`config.mk`:
```
export PLATFORM = sky130hd
export DESIGN_NAME = oaht_ctrl
export DESIGN_NICKNAME = d
export VERILOG_FILES = /design/src/rtl/assert_macros.svh /design/src/rtl/oaht_pkg.sv /design/src/rtl/oaht_ctrl.sv
export SDC_FILE = /design/constraint.sdc
export NUM_CORES = 1
export LEC_CHECK = 0
export BUFFER_PORTS_ARGS = -buffer_cell sky130_fd_sc_hd__buf_2
export CORE_AREA = 2 2 39 41
export DETAILED_ROUTE_END_ITERATION = 16
export DIE_AREA = 0 0 41 43
export GPL_TIMING_DRIVEN = 0
export HOLD_SLACK_MARGIN = 0.1
export SLEW_MARGIN = 25
export SYNTH_ARGS = -nofsm -noshare
export SYNTH_HDL_FRONTEND = slang
export SYNTH_SLANG_ARGS = --single-unit
```
`constraint.sdc`:
```
create_clock -name clk -period 2.2 [get_ports clk]
set_input_delay 0.44 -clock clk [delete_from_list [all_inputs] [get_ports clk]]
set_output_delay 0.44 -clock clk [all_outputs]
set_load 0.1 [all_outputs]
```
`src/rtl/assert_macros.svh`:
```
// Assertion macros for the hash table core.
`ifndef ASSERT_MACROS_SVH
`define ASSERT_MACROS_SVH
// Implication checked every clock, disabled in reset.
`define ASSERT_IMPL(label, clk, rst_n, ante, cons, msg) \
	label: assert property (@(posedge clk) disable iff (!rst_n) (ante) |-> (cons)) \
		else $error(msg);
// Next-cycle implication.
`define ASSERT_NEXT(label, clk, rst_n, ante, cons, msg) \
	label: assert property (@(posedge clk) disable iff (!rst_n) (ante) |=> (cons)) \
		else $error(msg);
`endif

```
`src/rtl/oaht_pkg.sv`:
```
// Shared types and constants for the hash table core.
package oaht_pkg;
	localparam int KEY_W = 31;

	typedef enum logic [2:0] {
		ST_INS_HOME = 3'd0,
		ST_INS_COLL = 3'd1,
		ST_FOUND    = 3'd2,
		ST_MISS     = 3'd3,
		ST_FULL     = 3'd4
	} status_t;

	typedef enum logic [1:0] {
		MODE_LINEAR = 2'd0,
		MODE_QUAD   = 2'd1,
		MODE_DOUBLE = 2'd2,
		MODE_RSVD   = 2'd3
	} mode_t;

	localparam logic CMD_INSERT = 1'b0;
	localparam logic CMD_SEARCH = 1'b1;

	localparam logic CFG_TABLE_SIZE = 1'b0;
	localparam logic CFG_PROBE_MODE = 1'b1;

	typedef enum logic [3:0] {
		FS_IDLE, FS_HASH, FS_HASH2, FS_ADDR, FS_READ, FS_CHECK, FS_NEXT, FS_OUT
	} fsm_state_t;

	// controller -> datapath
	typedef struct packed {
		logic load;      // capture key and command
		logic div_start; // start key mod S and key mod (S-1)
		logic init;      // set probe index zero, compute first slot
		logic step;      // advance probe index
		logic wr;        // write key into current slot
		logic fin_hit;   // finish: found or inserted
		logic fin_miss;  // finish: miss / full
	} dp_cmd_t;

	// datapath -> controller
	typedef struct packed {
		logic div_done;
		logic is_insert;
		logic used;
		logic match;
		logic last;      // probe index is S-1
	} dp_stat_t;
endpackage

```
`src/rtl/oaht_ctrl.sv`:
```
// Controller state machine sequencing one operation at a time.
module oaht_ctrl import oaht_pkg::*; (
	input  logic     clk,
	input  logic     arst_n,
	input  logic     in_valid,
	output logic     in_stall,
	output logic     out_valid,
	input  logic     out_stall,
	input  dp_stat_t stat,
	output dp_cmd_t  cmd
);
	fsm_state_t state_q, state_d;

	always_ff @(posedge clk or negedge arst_n) begin
		if (!arst_n) state_q <= FS_IDLE;
		else state_q <= state_d;
	end

	always_comb begin
		state_d = state_q;
		cmd = '0;
		in_stall = 1'b1;
		out_valid = 1'b0;
		unique case (state_q)
			FS_IDLE: begin
				in_stall = 1'b0;
				if (in_valid) begin
					cmd.load = 1'b1;
					state_d = FS_HASH;
				end
			end
			FS_HASH: begin
				cmd.div_start = 1'b1;
				state_d = FS_HASH2;
			end
			FS_HASH2: if (stat.div_done) state_d = FS_ADDR;
			FS_ADDR: begin
				cmd.init = 1'b1;
				state_d = FS_READ;
			end
			FS_READ: state_d = FS_CHECK; // RAM read in flight
			FS_CHECK: begin
				state_d = FS_OUT;
				if (!stat.used) begin
					if (stat.is_insert) begin
						cmd.wr = 1'b1;
						cmd.fin_hit = 1'b1;
					end else cmd.fin_miss = 1'b1;
				end else if (!stat.is_insert && stat.match) cmd.fin_hit = 1'b1;
				else if (stat.last) cmd.fin_miss = 1'b1;
				else state_d = FS_NEXT;
			end
			FS_NEXT: begin
				cmd.step = 1'b1;
				state_d = FS_READ;
			end
			FS_OUT: begin
				out_valid = 1'b1;
				if (!out_stall) state_d = FS_IDLE;
			end
			default: state_d = FS_IDLE;
		endcase
	end
endmodule

```
==> results.toml <==
[run_status]
status = "finished clean"

[synth]
synth_edf_count = 0
yosysSeqAreaShare_pct = 26.67
synthMostInstantiatedCell = "nand2_1"
synth_area_um2 = 281.5
syn_nets = 45
synth_top_area_share_pct = 26.67
yosysUniqueCellTypes = 23
async_flop_share_pct = 100.0
synth_ff_type = "dfrtp_1"
netlist_instances = 36
synth_area_leaders = "dfrtp_1, nand2_1, o311ai_2"
synth_top_cells_by_count = "nand2_1, nor2_1, a21oi_1, dfrtp_1"
yosys.area.top_type = "dfrtp_1"
avgSynthCellArea_um2 = 7.820
synth-warning-count = 0
ys_seq_elements = 3

[finish]
largest_reg_flops = 3
design_area_um2 = 439.2
antennaDiodeCount = 0
post_route_cells_drive_above_1_share_pct = 62.07
reg_top3 = "state_q x3"
fin_nets = 68
syn_to_final_growth_pct = 56.00
final-instance-count-excl-fill = 74
regMostFlops = "state_q"
final_util_pct = 31.74
nFillCells = 163

[placement]
port_buffers = 17
finalWeightedCongestion = 0.6180
place_area_um2 = 402.9
post-dp-hpwl_um = 511.8
dp.cells = 69

[sta]
min_period_ns = 2.051
hold_viol = 0
fmaxAchievable_ghz = 0.4875
slew_headroom_pct = 67.94
worst_clock_skew_ns = 0.001669
tightest_slew_ns = 0.4843
slew_viol_final = 0
fin_crit_sh_pct = 93.24
tns_ns = 0
setup_viol = 0
rsz0062_at_grt = "no"

[die]
die_w_um = 41
die_area_um2 = 1763
rows = 14
start_util_pct = 20.34
die_h_um = 43
ioPinCount = 18
placeableCoreArea_um2 = 1384

[cts]
clock_latency_ns = 0.23
cts_made_buffers = 3
clkSinkCount = 3
htreeDepth = 1
cts_root_buf = "clkbuf_4"
cts_setup_buffers = 0
cts_tree = "yes"
path_clk_slew_ns = 0.04
clockBufferDepth = 2

[detailed_routing]
num_vias = 312
viasPerCell = 4.216
ant_nets = 0
drt_iter0_markers = 1
wl_per_cell_um = 8.932
post-route-drc-count = 0
wl_um = 661
dr.pass1.iters = 3

[grt]
antenna_found_initial = 0
grt_max_degree = 11
grt_usage_pct = 9.027
grt_overflow = 0
grt_pass1_vias = 287
grt_pass1_wl_um = 1048

[critical_path]
crit_required_ns = 1.76
path_cells = "buf_6, inv_2, nand3_1, and3b_1, buf_2"
crit_path_top_delay_cell = "buf_2"
critical_path_class = "register to primary output"
crit_fanout = 9
slowest_delay_ns = 0.42
end_kind = "primary output"
crit_path_start_kind = "register"
cp.arrival_ns = 1.61
worstRegToRegCells = 4

[min_path]
min_path_cells = 3
hp-class = "input port to register"

[flow_run]
max_cap_violations = 0
-- layout by cell type (no fill, tap or decap) --
cell type,Yosys,layout
a21oi_1,3,2
a21oi_2,0,1
a22o_2,1,1
and3_1,1,1
and3_2,1,1
and3b_1,1,1
buf_2,1,18
buf_4,1,1
buf_6,1,1
clkbuf_1,0,1
clkbuf_4,0,3
dfrtp_1,3,3
dlygate4sd3_1,0,1
inv_1,1,1
inv_2,1,1
mux2_4,1,1
nand2_1,7,7
nand2_2,1,1
nand2b_1,1,1
nand3_1,1,1
nor2_1,4,1
nor2_2,1,4
nor2b_1,1,1
nor3b_2,0,1
o211ai_2,1,1
o21ai_0,1,1
o311ai_2,1,1
-- worst max-delay path: cells and delay by family (launching register included) --
family                 cells  cell delay, ns
and+or+nand+nor            2            0.39
buffers and inverters      3            0.64
DFF                        1            0.36
-- what timing repair did --
action,CTS,global route
hold endpoints to repair,3,0
resized for setup,0,0
setup endpoints to repair,0,0
hold buffers,1,0
-- metrics by stage --
step | worst slack, ns | hold slack, ns
detailed placement | 0.3481 | 0.2382
global placement | 0.3534 | 0.2364
finish | 0.1488 | 0.5068
global route | 0.05361 | 0.5244
CTS | 0.1336 | 0.4978
floorplan | 0.01516 | 0.1444
-- path summary, 6_finish.rpt --
path                                        start                     end  slack (ns)
max                        state_q[1]$_DFFE_PN0P_                  cmd[0]        0.15
min                                     out_stall  state_q[2]$_DFFE_PN0P_        0.51
max reg2reg                state_q[1]$_DFFE_PN0P_  state_q[0]$_DFFE_PN0P_        1.13
min reg2reg                state_q[0]$_DFFE_PN0P_  state_q[1]$_DFFE_PN0P_        0.63
max in group asynchronous                  arst_n  state_q[0]$_DFFE_PN0P_        1.57
min in group asynchronous                  arst_n  state_q[2]$_DFFE_PN0P_        0.53
-- per-layer routing --
metal | vias to the layer above | track usage (%) | share of wire, %
li1 | 163 | - | -
met1 | 133 | 8.974 | 43
met2 | 14 | 13.75 | 46
met3 | 2 | 1.571 | 8.5
met4 | 0 | 10.00 | 2.3
met5 | - | 0 | 0
-- final cells by class --
| type | instances | area, um2 | share of cell area (%) |
|---|---|---|---|
| well taps | 16 | 20.02 | 4.558 |
| plain buffers | 3 | 23.77 | 5.413 |
| clock buffers | 4 | 26.28 | 5.983 |
| repair buffers | 18 | 95.09 | 21.65 |
| multi-input cells | 28 | 191.4 | 43.59 |
| flip-flops and latches | 3 | 75.07 | 17.09 |
| inverters | 2 | 7.507 | 1.709 |
-- cells by family after synthesis --
| logic type | count (synthesis) | synth area share [%] |
|---|---|---|
| and+or+nand+nor | 20 | 36.01 |
| AOI/OAI and AO/OA | 7 | 20.89 |
| buffers and inverters | 5 | 11.11 |
| DFF | 3 | 26.67 |
| muxes | 1 | 5.332 |
Power is not shown: default switching activity piles up to over one toggle a cycle in this logic, so the estimate is an artifact.
